--- src/design/assert_macros.svh ---
// assertion macros shared by the design files
// each macro checks on the rising edge of clock and is disabled during reset
`ifndef ASSERT_MACROS_SVH
`define ASSERT_MACROS_SVH

// same-cycle implication
`define ASSERT_IMPL(label, ante, cons) \
   label: assert property (@(posedge clock) disable iff (reset) (ante) |-> (cons)) \
      else $error("implication check failed");

// next-cycle implication
`define ASSERT_NEXT(label, ante, cons) \
   label: assert property (@(posedge clock) disable iff (reset) (ante) |=> (cons)) \
      else $error("next-cycle check failed");

`endif

--- src/design/bsoc_pkg.sv ---
// constants, breakpoint tables and types for the battery charge estimator
// no dependencies; imported by battery_soc_from_voltage

package bsoc_pkg;

   // field widths
   localparam int MV_W      = 13;
   localparam int TEMP_W    = 12;
   localparam int PCT_W     = 7;
   localparam int CSR_W     = 12;
   localparam int CSR_IDX_W = 1;

   // register indexes
   typedef enum logic [CSR_IDX_W-1:0] {
      CSR_COLD_LIMIT = 1'b0,
      CSR_HOT_LIMIT  = 1'b1
   } csr_index_type;

   localparam logic signed [CSR_W-1:0] COLD_LIMIT_RST = 12'sd100;
   localparam logic signed [CSR_W-1:0] HOT_LIMIT_RST  = 12'sd350;

   // breakpoint table, highest voltage first
   localparam int TABLE_POINTS = 11;
   localparam int LAST = (TABLE_POINTS - 1 > 15) ? 15 :
                         ((TABLE_POINTS - 1 < 1) ? 1 : TABLE_POINTS - 1);

   localparam logic [MV_W-1:0] BP_MV [16] = '{
      13'd2640, 13'd2560, 13'd2500, 13'd2460, 13'd2420, 13'd2380, 13'd2340, 13'd2300,
      13'd2240, 13'd2160, 13'd2000, 13'd2000, 13'd2000, 13'd2000, 13'd2000, 13'd2000
   };
   localparam logic [PCT_W-1:0] BP_PC [16] = '{
      7'd100, 7'd90, 7'd80, 7'd70, 7'd60, 7'd50, 7'd40, 7'd30,
      7'd20, 7'd10, 7'd0, 7'd0, 7'd0, 7'd0, 7'd0, 7'd0
   };

   // level in 1/256 percent
   localparam int LVL_FRAC = 8;
   localparam int LVL_ONE  = 1 << LVL_FRAC;
   localparam int LVL_W    = 15;
   localparam logic [LVL_W-1:0] LVL_MAX = LVL_W'(100 * LVL_ONE);
   localparam logic [PCT_W-1:0] PCT_MAX = 7'd100;

   function automatic int bits_for(int n);
      int b;
      b = 1;
      while (b < 31 && (1 << b) <= n) b = b + 1;
      return b;
   endfunction

   // widest voltage span of any segment
   function automatic int max_span();
      int m;
      int s;
      m = 0;
      for (int i = 0; i < LAST; i++) begin
         s = int'(BP_MV[i]) - int'(BP_MV[i+1]);
         if (s > m) m = s;
      end
      return m;
   endfunction

   // largest level step of any segment
   function automatic int max_step();
      int m;
      int s;
      m = 0;
      for (int i = 0; i < LAST; i++) begin
         s = (int'(BP_PC[i]) - int'(BP_PC[i+1])) * LVL_ONE;
         if (s > m) m = s;
      end
      return m;
   endfunction

   localparam int MAX_SPAN = max_span();
   localparam int MAX_STEP = max_step();
   localparam int SEG_W    = bits_for(LAST - 1);
   localparam int DV_W     = bits_for(MAX_SPAN);
   localparam int STEP_W   = bits_for(MAX_STEP);
   localparam int NUM_W    = bits_for(MAX_SPAN * MAX_STEP);
   // reciprocal shift exact for every numerator below 2**NUM_W
   localparam int REC_K    = NUM_W + DV_W;
   localparam int REC_W    = REC_K + 1;

   // temperature correction: cold dt*256/20 = dt*64/5, hot dt*256/50 = dt*128/25
   localparam int DT_W     = TEMP_W;
   localparam int COLD_SH  = 6;
   localparam int COLD_DIV = 5;
   localparam int HOT_SH   = 7;
   localparam int HOT_DIV  = 25;
   localparam int TNUM_W   = DT_W + HOT_SH;
   localparam int T_K      = 24;
   localparam int TM_W     = 22;
   localparam logic [TM_W-1:0] COLD_MUL =
      TM_W'(((64'd1 << T_K) + 64'(COLD_DIV) - 64'd1) / 64'(COLD_DIV));
   localparam logic [TM_W-1:0] HOT_MUL =
      TM_W'(((64'd1 << T_K) + 64'(HOT_DIV) - 64'd1) / 64'(HOT_DIV));

   localparam int CORR_W = 16;
   localparam logic [CORR_W-1:0] COLD_BASE = CORR_W'(5 * LVL_ONE);
   localparam logic [CORR_W-1:0] HOT_BASE  = CORR_W'(3 * LVL_ONE);
   localparam int SOC_W = 18;

   typedef enum logic [1:0] {
      CORR_NONE,
      CORR_COLD,
      CORR_HOT
   } corr_mode_type;

endpackage

--- src/design/battery_soc_from_voltage.sv ---
// battery state of charge estimator: breakpoint interpolation plus temperature correction
// depends on bsoc_pkg and assert_macros.svh
//
//  channel   direction  handshake             payload
//  req_      in         req_valid/req_ready   pack_voltage_mv, temperature_decideg
//  rsp_      out        rsp_valid/rsp_ready   charge_percent
//  csr_      in         csr_we                csr_index, csr_wdata
//
// four register stages: segment search, level numerator and temperature reciprocal
// multiply, level reciprocal multiply, correction and clamp into the output register.
// one request per cycle is taken while the output is not stalled.
// each stage holds only while its successor is full and stalled, so bubbles close up
// and the input keeps accepting while a result waits at the output until the stages fill.
// synchronous reset clears the stage valid bits and loads the limit registers.

`include "assert_macros.svh"

module battery_soc_from_voltage (
   input  logic                                clock,
   input  logic                                reset,
   input  logic                                req_valid,
   output logic                                req_ready,
   input  logic [bsoc_pkg::MV_W-1:0]           req_pack_voltage_mv,
   input  logic signed [bsoc_pkg::TEMP_W-1:0]  req_temperature_decideg,
   output logic                                rsp_valid,
   input  logic                                rsp_ready,
   output logic [bsoc_pkg::PCT_W-1:0]          rsp_charge_percent,
   input  logic                                csr_we,
   input  logic [bsoc_pkg::CSR_IDX_W-1:0]      csr_index,
   input  logic [bsoc_pkg::CSR_W-1:0]          csr_wdata
);

   import bsoc_pkg::*;

   // configuration registers
   logic signed [CSR_W-1:0] cold_limit_ff;
   logic signed [CSR_W-1:0] hot_limit_ff;

   always_ff @(posedge clock) begin
      if (reset) begin
         cold_limit_ff <= COLD_LIMIT_RST;
         hot_limit_ff  <= HOT_LIMIT_RST;
      end else if (csr_we) begin
         unique case (csr_index_type'(csr_index))
            CSR_COLD_LIMIT: cold_limit_ff <= csr_wdata;
            CSR_HOT_LIMIT:  hot_limit_ff  <= csr_wdata;
         endcase
      end
   end

   // per-segment constant tables
   logic [MV_W-1:0]  seg_mv_lo [LAST];
   logic [LVL_W-1:0] seg_lo    [LAST];
   logic [STEP_W-1:0] seg_step [LAST];
   logic [REC_W-1:0] seg_rec   [LAST];

   for (genvar gi = 0; gi < LAST; gi++) begin : g_seg
      localparam int SPAN = int'(BP_MV[gi]) - int'(BP_MV[gi+1]);
      localparam int DIV  = (SPAN > 0) ? SPAN : 1;
      localparam logic [REC_W-1:0] REC =
         REC_W'(((64'd1 << REC_K) + 64'(DIV) - 64'd1) / 64'(DIV));
      assign seg_mv_lo[gi] = BP_MV[gi+1];
      assign seg_lo[gi]    = LVL_W'(int'(BP_PC[gi+1]) * LVL_ONE);
      // a flat segment yields its lower level
      assign seg_step[gi]  = (SPAN > 0) ?
                             STEP_W'((int'(BP_PC[gi]) - int'(BP_PC[gi+1])) * LVL_ONE) : '0;
      assign seg_rec[gi]   = REC;
   end

   // stage handshake
   logic s1_valid_ff, s2_valid_ff, s3_valid_ff, s4_valid_ff;
   logic s1_ready, s2_ready, s3_ready, s4_ready;

   assign s4_ready  = !s4_valid_ff || rsp_ready;
   assign s3_ready  = !s3_valid_ff || s4_ready;
   assign s2_ready  = !s2_valid_ff || s3_ready;
   assign s1_ready  = !s1_valid_ff || s2_ready;
   assign req_ready = s1_ready;
   assign rsp_valid = s4_valid_ff;

   always_ff @(posedge clock) begin
      if (reset) begin
         s1_valid_ff <= 1'b0;
         s2_valid_ff <= 1'b0;
         s3_valid_ff <= 1'b0;
         s4_valid_ff <= 1'b0;
      end else begin
         if (s1_ready) s1_valid_ff <= req_valid;
         if (s2_ready) s2_valid_ff <= s1_valid_ff;
         if (s3_ready) s3_valid_ff <= s2_valid_ff;
         if (s4_ready) s4_valid_ff <= s3_valid_ff;
      end
   end

   // stage 1: segment search and temperature comparison
   logic [LAST-1:0]   seg_hit;
   logic [SEG_W-1:0]  s1_seg_in, s1_seg_ff;
   logic [MV_W-1:0]   dv_full;
   logic [DV_W-1:0]   s1_dv_in, s1_dv_ff;
   logic [LVL_W-1:0]  s1_lo_in, s1_lo_ff;
   logic              at_top, at_bottom;
   logic signed [TEMP_W:0] cold_diff, hot_diff;
   corr_mode_type     s1_mode_in, s1_mode_ff;
   logic [DT_W-1:0]   s1_dt_in, s1_dt_ff;

   always_comb begin
      for (int i = 0; i < LAST; i++) begin
         seg_hit[i] = (req_pack_voltage_mv <= BP_MV[i]) &&
                      (req_pack_voltage_mv >= BP_MV[i+1]);
      end
      // first matching segment wins
      s1_seg_in = '0;
      for (int i = LAST - 1; i >= 0; i--) begin
         if (seg_hit[i]) s1_seg_in = SEG_W'(i);
      end
      at_top    = req_pack_voltage_mv >= BP_MV[0];
      at_bottom = req_pack_voltage_mv <= BP_MV[LAST];
      dv_full   = req_pack_voltage_mv - seg_mv_lo[s1_seg_in];
      priority if (at_top) begin
         s1_lo_in = LVL_W'(int'(BP_PC[0]) * LVL_ONE);
         s1_dv_in = '0;
      end else if (at_bottom) begin
         s1_lo_in = LVL_W'(int'(BP_PC[LAST]) * LVL_ONE);
         s1_dv_in = '0;
      end else begin
         s1_lo_in = seg_lo[s1_seg_in];
         s1_dv_in = dv_full[DV_W-1:0];
      end

      // cold check takes precedence over hot
      cold_diff = (TEMP_W+1)'(cold_limit_ff) - (TEMP_W+1)'(req_temperature_decideg);
      hot_diff  = (TEMP_W+1)'(req_temperature_decideg) - (TEMP_W+1)'(hot_limit_ff);
      priority if (req_temperature_decideg < cold_limit_ff) begin
         s1_mode_in = CORR_COLD;
         s1_dt_in   = cold_diff[DT_W-1:0];
      end else if (req_temperature_decideg > hot_limit_ff) begin
         s1_mode_in = CORR_HOT;
         s1_dt_in   = hot_diff[DT_W-1:0];
      end else begin
         s1_mode_in = CORR_NONE;
         s1_dt_in   = '0;
      end
   end

   always_ff @(posedge clock) begin
      if (s1_ready) begin
         s1_seg_ff  <= s1_seg_in;
         s1_dv_ff   <= s1_dv_in;
         s1_lo_ff   <= s1_lo_in;
         s1_mode_ff <= s1_mode_in;
         s1_dt_ff   <= s1_dt_in;
      end
   end

   // stage 2: level numerator and temperature correction by reciprocal
   logic [DV_W+STEP_W-1:0]   num_full;
   logic [NUM_W-1:0]         s2_num_in, s2_num_ff;
   logic [SEG_W-1:0]         s2_seg_ff;
   logic [LVL_W-1:0]         s2_lo_ff;
   logic [TNUM_W-1:0]        tnum;
   logic [TM_W-1:0]          tmul;
   logic [CORR_W-1:0]        tbase;
   logic [TNUM_W+TM_W-1:0]   tprod;
   logic [CORR_W-1:0]        s2_corr_in, s2_corr_ff;
   corr_mode_type            s2_mode_ff;

   always_comb begin
      num_full  = s1_dv_ff * seg_step[s1_seg_ff];
      s2_num_in = num_full[NUM_W-1:0];
      if (s1_mode_ff == CORR_COLD) begin
         tnum  = TNUM_W'(s1_dt_ff) << COLD_SH;
         tmul  = COLD_MUL;
         tbase = COLD_BASE;
      end else begin
         tnum  = TNUM_W'(s1_dt_ff) << HOT_SH;
         tmul  = HOT_MUL;
         tbase = HOT_BASE;
      end
      tprod = tnum * tmul;
      s2_corr_in = (s1_mode_ff == CORR_NONE) ? '0 : tbase + tprod[T_K +: CORR_W];
   end

   always_ff @(posedge clock) begin
      if (s2_ready) begin
         s2_num_ff  <= s2_num_in;
         s2_seg_ff  <= s1_seg_ff;
         s2_lo_ff   <= s1_lo_ff;
         s2_corr_ff <= s2_corr_in;
         s2_mode_ff <= s1_mode_ff;
      end
   end

   // stage 3: divide by the segment span and add the lower level
   logic [NUM_W+REC_W-1:0] lprod;
   logic [LVL_W-1:0]       s3_level_in, s3_level_ff;
   logic [CORR_W-1:0]      s3_corr_ff;
   corr_mode_type          s3_mode_ff;

   always_comb begin
      lprod       = s2_num_ff * seg_rec[s2_seg_ff];
      s3_level_in = s2_lo_ff + lprod[REC_K +: LVL_W];
   end

   always_ff @(posedge clock) begin
      if (s3_ready) begin
         s3_level_ff <= s3_level_in;
         s3_corr_ff  <= s2_corr_ff;
         s3_mode_ff  <= s2_mode_ff;
      end
   end

   // stage 4: apply correction, clamp, round half up
   logic signed [SOC_W-1:0] soc;
   logic [LVL_W-1:0]        soc_clamped;
   logic [LVL_W:0]          soc_round;
   logic [PCT_W-1:0]        s4_pct_in, s4_pct_ff;

   always_comb begin
      unique case (s3_mode_ff)
         CORR_COLD: soc = SOC_W'(s3_level_ff) - SOC_W'(s3_corr_ff);
         CORR_HOT:  soc = SOC_W'(s3_level_ff) + SOC_W'(s3_corr_ff);
         default:   soc = SOC_W'(s3_level_ff);
      endcase
      priority if (soc < 0) begin
         soc_clamped = '0;
      end else if (soc > SOC_W'(LVL_MAX)) begin
         soc_clamped = LVL_MAX;
      end else begin
         soc_clamped = soc[LVL_W-1:0];
      end
      soc_round = (LVL_W+1)'(soc_clamped) + (LVL_W+1)'(LVL_ONE / 2);
      s4_pct_in = soc_round[LVL_FRAC +: PCT_W];
   end

   always_ff @(posedge clock) begin
      if (s4_ready) begin
         s4_pct_ff <= s4_pct_in;
      end
   end

   assign rsp_charge_percent = s4_pct_ff;

   // checks
   `ASSERT_IMPL(a_pct_range, rsp_valid, rsp_charge_percent <= PCT_MAX)
   `ASSERT_IMPL(a_level_range, s3_valid_ff, s3_level_ff <= LVL_MAX)
   `ASSERT_IMPL(a_no_corr, s2_valid_ff && s2_mode_ff == CORR_NONE, s2_corr_ff == '0)
   `ASSERT_NEXT(a_advance, s3_valid_ff && s4_ready, rsp_valid)

endmodule

--- config.mk ---
export PLATFORM = sky130hd
export DESIGN_NAME = battery_soc_from_voltage
export DESIGN_NICKNAME = d
export VERILOG_FILES = /design/src/design/bsoc_pkg.sv /design/src/design/battery_soc_from_voltage.sv
export VERILOG_INCLUDE_DIRS = /design/src /design/src/design
export SDC_FILE = /design/constraint.sdc
export NUM_CORES = 1
export LEC_CHECK = 0
export ABC_AREA = 1
export BUFFER_PORTS_ARGS = -buffer_cell sky130_fd_sc_hd__buf_2
export CORE_ASPECT_RATIO = 0.8
export CORE_MARGIN = 1.5
export CORE_UTILIZATION = 50
export CTS_BUF_LIST = sky130_fd_sc_hd__clkbuf_16
export DETAILED_ROUTE_END_ITERATION = 12
export GPL_TIMING_DRIVEN = 0
export PLACE_DENSITY = 0.77
export SLEW_MARGIN = 40
export SYNTH_ARGS = -nofsm -noshare
export SYNTH_HDL_FRONTEND = slang
export SYNTH_SLANG_ARGS = --single-unit
--- constraint.sdc ---
create_clock -name clock -period 13.75 [get_ports clock]
set_clock_uncertainty 0.2 [all_clocks]
set_input_delay 0.6875 -clock clock [delete_from_list [all_inputs] [get_ports clock]]
set_output_delay 0.6875 -clock clock [all_outputs]
set_load 0.05 [all_outputs]
; Yosys cells after proc, flatten, opt, wreduce, memory -nomap -nowiden
; Memory sizes are Yosys's and may differ from the RTL's.
; Cells that the tools add are included.
[classes]
muxes = 28
n_div = 0
eq_ne = 3
mul = 3
n_addsub = 8
n_lt_le_gt_ge = 29
bitwise_logic = 4
reduce_logical = 22
shifts = 0
[ops]
columns = operator, n
row1 = "13-bit by 12-bit greater-or-equal comparator with 1-bit output, second input constant", 10
row2 = "13-bit by 12-bit less-or-equal comparator with 1-bit output, second input constant", 10
row3 = 15-bit two-way mux, 5
row4 = 28-bit two-way mux, 2
row5 = 12-bit two-way mux, 4
row6 = 19-bit by 28-bit multiplier with 42-bit output, 1
row7 = 19-bit by 22-bit multiplier with 40-bit output, 1
row8 = 4-bit two-way mux, 10
row9 = 18-bit case mux with 2 select lines, 1
row10 = 12-bit subtractor, 2
row11 = 22-bit two-way mux, 1
row12 = 8-bit by 12-bit multiplier with 19-bit output, 1
row13 = 19-bit two-way mux, 1
row14 = "18-bit by 15-bit greater-than comparator with 1-bit output, second input constant", 1
row15 = "18-bit by 1-bit less-than comparator with 1-bit output, second input constant", 1
row16 = 15-bit by 16-bit adder with 17-bit output, 1
row17 = 15-bit by 16-bit subtractor with 17-bit output, 1
row18 = 16-bit adder, 1
row19 = 8-bit two-way mux, 2
row20 = 15-bit adder, 1
row21 = "15-bit by 8-bit adder with 15-bit output, second input constant", 1
row22 = "5-bit greater-or-equal comparator, second input constant", 3
row23 = 4-bit inverter with 5-bit output, 3
row24 = "13-bit by 11-bit greater-or-equal comparator with 1-bit output, second input constant", 1
row25 = 15 further kinds, 32
[totals]
word_cells = 122
ram_bits = 0
memories = 4
romBits = 1088
regBits = 165
in_bits = 43
latchBits = 0
[memory_table]
columns = name, words, word_bits, read_ports, rd_clocked_by_memory_dff, write_ports, line
row1 = (no name shown), 16, 28, 1, 0, 0, battery_soc_from_voltage.sv:200  ; lprod = s2_num_ff * seg_rec[s2_seg_ff];
row2 = (no name shown), 16, 15, 1, 0, 0, battery_soc_from_voltage.sv:126  ; s1_lo_in = seg_lo[s1_seg_in];
row3 = (no name shown), 16, 13, 1, 0, 0, battery_soc_from_voltage.sv:118  ; dv_full = req_pack_voltage_mv - seg_mv_lo[s1_seg_in];
row4 = (no name shown), 16, 12, 1, 0, 0, battery_soc_from_voltage.sv:168  ; num_full = s1_dv_ff * seg_step[s1_seg_ff];

; Logic depth before layout (Yosys ltp)
[logic_depth]
depth_word = 17
depth_mapped = 38

; Worst setup path after synthesis
; OpenSTA, ideal clock, no wires.
[synth_path]
path_kind = register -> register
startpoint = reg s2_seg_ff[2]
endpoint = reg s3_level_ff[14], data pin
setup_slack_ps = 6424
path_buffers = 1
arrival_time_ps = 6872
path_stages_with_launch = 37
required_time_ps = 13296
path_cell_list = edfxtp_1 > nor2_1 > nor2_1 > nand2_1 > nand2_1 > inv_1 > clkbuf_1 > nor2_1 > fa_1 > inv_1 > fa_1 > inv_1 > fa_1 > fa_1 > inv_1 > fa_1 > inv_1 > ha_1 > ha_1 > nand2_1 > inv_1 > nand2_1 > nor3_1 > nand4_1 > o21ai_0 > nand2_1 > nand2_1 > xnor2_1 > inv_1 > ha_1 > nand3_1 > nand2_1 > a21o_1 > a21oi_1 > xor2_1 > xor2_1 > inv_1
[synth_via]
elab_chain_len = 6
[synth_rtl]
columns = element, line
row1 = start: declaration, battery_soc_from_voltage.sv:158  ; logic [SEG_W-1:0] s2_seg_ff;
row2 = start signal: assignment, battery_soc_from_voltage.sv:186  ; s2_seg_ff <= s1_seg_ff;
row3 = 4-bit inverter with 5-bit output (implied by the code), battery_soc_from_voltage.sv:200
row4 = memory read 16 x 28 bit, -
row5 = 28-bit two-way mux (implied by the code) (2 in series), battery_soc_from_voltage.sv:200
row6 = 19-bit by 28-bit multiplier with 42-bit output, battery_soc_from_voltage.sv:200
row7 = 15-bit adder, battery_soc_from_voltage.sv:201  ; s3_level_in = s2_lo_ff + lprod[REC_K +: LVL_W];
row8 = via s3_level_in[14], battery_soc_from_voltage.sv:195  ; logic [LVL_W-1:0] s3_level_in, s3_level_ff;
row9 = end signal: assignment, battery_soc_from_voltage.sv:206  ; s3_level_ff <= s3_level_in;
row10 = end: declaration, battery_soc_from_voltage.sv:195
; The timed path passes the listed nets, and every way through them passes these cells. The select of a mux whose other input is x is not followed.
; A chain may end at the register's enable or synchronous reset.

; Worst setup path in the final report
; Same ends and word-level chain as after synthesis.

==> run_results.csv <==
group,metric,value,unit
clock_network,clock_path_buffers,2,
clock_network,cts-root-buf,"clkbuf_16",
placed_design,post-dp-hpwl,43570,um
die,coreArea,42250,sq um
layout,drive_gt1_share,8.193,%
layout,diodes,0,
global_routing,grt_max_degree,39,
global_routing,gr-total-overflow,0,
setup_path,critPathMaxFanout,10,
die,die_x,235.4,um
setup_path,critPathKind,"reg -> reg",
route,drc_errors,0,
sta,drv_slew,0,
synthesis,synth.avg_cell_area,8.227,sq um
min_path,hp-class,"reg -> reg",
global_routing,grt_pass1_vias,17410,
synthesis,synth_fa_ha_area_share,41.70,%
global_routing,grt_pass1_wl,83650,um
die,rows,67,
setup_path,r2r_slack,5.07,ns
clock_network,cts_setup_buffers,0,
die,io_pins,52,
synthesis,synth_xor_area_share,2.189,%
layout,final_area,23210,sq um
die,initial_core_util,51.13,%
clock_network,clkSlewWorstSetupHoldPaths,0.06,ns
synthesis,yosysTopAreaCell,"fa_1",
sta,fin_tns_setup,0,ns
synthesis,ys_types,64,
clock_network,cts.sinks,138,
route,via_count,17240,
setup_path,worst-endpoint-required,13.73,ns
synthesis,synthFlopType,"edfxtp_1",
synthesis,synth.area.top_cells,"fa_1 (21%), ha_1 (20%), edfxtp_1 (15%)",
setup_path,endpoint,"s3_level_ff[14]$_DFFE_PP_",
setup_path,r2r_start,"s2_seg_ff[2]$_DFFE_PP_",
sta,grt_setup_unrepaired,"false",
sta,slew_headroom,48.03,%
die,die-height,188.9,um
sta,worst_slew_pin_slew,0.7784,ns
clock_network,cts_hold_buffers,0,
status,outcome,"completed",
global_routing,grt_use_total,23.32,%
placed_design,place_congestion,0.9865,
route,ant_nets,0,
clock_network,cts_tree,"yes",
setup_path,slowest_delay,0.62,ns
route,topRoutingLayerUsed,"met4",
route,routed_wl,50510,um
layout,fillers,3793,
clock_network,cts_resized,0,
synthesis,syn_inst,2626,
setup_path,ff2ff_path_depth,36,
route,drtIter0Drc,1503,
layout,synthToLayoutAreaGrowth,7.431,%
setup_path,r2r-end,"s3_level_ff[14]$_DFFE_PP_",
setup_path,critPathLaunchType,"register",
synthesis,synth_compound_area_share,8.300,%
sta,layout_min_cycle_time,8.681,ns
route,dr.pass1.iters,8,
synthesis,yosys.area_share.simple,17.73,%
setup_path,cp.arrival,8.66,ns
synthesis,syn_area,21600,sq um
route,viasPerCell,5.265,
sta,setup_violations,0,
setup_path,critPathSlowestCell,"o21ai_0",
setup_path,cp-startpoint,"s2_seg_ff[2]$_DFFE_PP_",
route,wl_met3,3777,um
clock_network,worstSkewPairLatency,0.43,ns
clock_network,cts.htree.levels,4,
synthesis,synth_enable_flop_cells,110,
synthesis,ys_seq_elements,138,
layout,nets,3334,
setup_path,cp_common_cell,"inv_1",
synthesis,synth-async-reset-ratio,0,%
sta,hold_viol,0,
route,wl_met1,23360,um
clock_network,numCtsBuffers,17,
synthesis,synth_warnings,0,
sta,fmax,115.2,MHz
flow_run,drv_cap,0,
route,post_drt_wl_per_cell,15.43,um
die,dieArea,44470,sq um
placed_design,portBuffers,50,
synthesis,ys_seq_area_share,17.88,%
placed_design,placed_cell_area,22600,sq um
sta,timing.final.crit_share,63.13,%
synthesis,synth_mux_area_share,0,%
synthesis,synth_top_area_share,21.31,%
route,route.met2.wl,22480,um
setup_path,cp-end-kind,"register",
global_routing,antenna_found_initial,0,
synthesis,synth_top_family_by_area,"adder cells",
registers in the layout, summed over array words and instances (netlist names), 2 cells and up:
name                count
hot_limit_ff           12
s1_dv_ff                8
s2_corr_ff             16
s1_lo_ff                6
s2_mode_ff              2
s1_dt_ff               12
rsp_charge_percent      7
s3_mode_ff              2
s2_lo_ff                6
s1_seg_ff               4
s2_seg_ff               4
s3_level_ff            15
cold_limit_ff          12
s3_corr_ff             16
s2_num_ff              10
s1_mode_ff              2
per-layer routing:
layer	vias to the layer above	global-route usage, %
li1	8453	-
met1	8092	32.15
met2	618	38.34
met3	74	4.024
met4	0	5.608
met5	-	0
Yosys cell counts (12+ instances only):
master,instances
nand4_1,19
clkbuf_1,26
nor2_1,226
xor2_1,35
inv_2,25
o211ai_1,13
nor2_2,12
a21oi_1,131
nand2_1,380
nand2_2,29
fa_1,230
edfxtp_1,110
dfxtp_1,28
ha_1,352
nor3_1,22
inv_1,597
or2_2,13
nand3_1,124
xnor2_1,19
o21ai_0,96
through the flow:
| stage | instances | util [%] | worst slack [ns] | hold WS, ns |
|---|---|---|---|---|
| after floorplan | 2640 | - | 6.424 | 0.2003 |
| after global placement | 3242 | 53.48 | 5.219 | 0.2008 |
| after detailed placement | 3242 | 53.49 | 5.124 | 0.2045 |
| after CTS | 3274 | 54.91 | 5.066 | 0.2159 |
| after global routing | 3274 | 54.93 | 4.454 | 0.2224 |
| final | 3274 | 54.93 | 5.069 | 0.2158 |
cell type report:
| class | count | area [sq um] | area share (%) |
|---|---|---|---|
| Tap cell | 552 | 690.7 | 2.976 |
| Clock inverter | 14 | 151.4 | 0.6523 |
| Clock buffer | 18 | 450.4 | 1.941 |
| Inverter | 628 | 2362 | 10.18 |
| Multi-Input combinational cell | 1828 | 15170 | 65.38 |
| Sequential cell | 138 | 3864 | 16.65 |
| Buffer | 46 | 265.3 | 1.143 |
| Timing Repair Buffer | 50 | 250.2 | 1.078 |
critical path: cells and delay by family, from the launching register on:
kind,cells,cell delay [ns]
xor+xnor,3,0.59
flops,1,0.39
simple gates,13,1.46
fa+ha+maj,8,3.74
compound gates,3,0.93
buf+inv,9,1.11
cells in the final DEF, fill, tap and decap left out, types with 55 or more instances in the layout:
cell	n
nor2_1	225
inv_1	595
o21ai_0	96
a21oi_1	131
buf_2	55
nand2_1	379
edfxtp_1	110
nand3_1	124
fa_1	230
ha_1	352
how the worst min path moves through the flow:
| stage | cells after the start | startpoint | slack [ns] | end |
|---|---|---|---|---|
| finish | 0 | s2_corr_ff[13]$_SDFFCE_PN0P_ | 0.22 | s3_corr_ff[13]$_DFFE_PP_ |
| CTS | 0 | s2_corr_ff[13]$_SDFFCE_PN0P_ | 0.22 | s3_corr_ff[13]$_DFFE_PP_ |
| floorplan | 0 | s1_lo_ff[10]$_SDFFCE_PP1P_ | 0.20 | s2_lo_ff[10]$_DFFE_PP_ |
| detailed placement | 0 | s1_seg_ff[0]$_DFFE_PP_ | 0.20 | s2_seg_ff[0]$_DFFE_PP_ |
| global route | 0 | s2_corr_ff[6]$_SDFFCE_PN0P_ | 0.22 | s3_corr_ff[6]$_DFFE_PP_ |
| global placement | 0 | s2_corr_ff[9]$_SDFFCE_PN0P_ | 0.20 | s3_corr_ff[9]$_DFFE_PP_ |
kinds of logic after synthesis:
logic type                 count (synthesis)
adders and majority gates                582
buffers and inverters                    674
and+or+nand+nor                          863
xor gates and xnor gates                  54
other                                      2
AOI/OAI and AO/OA                        313
DFF                                      138
Power is not shown: default switching activity piles up to over one toggle a cycle in this logic, so the estimate is an artifact.
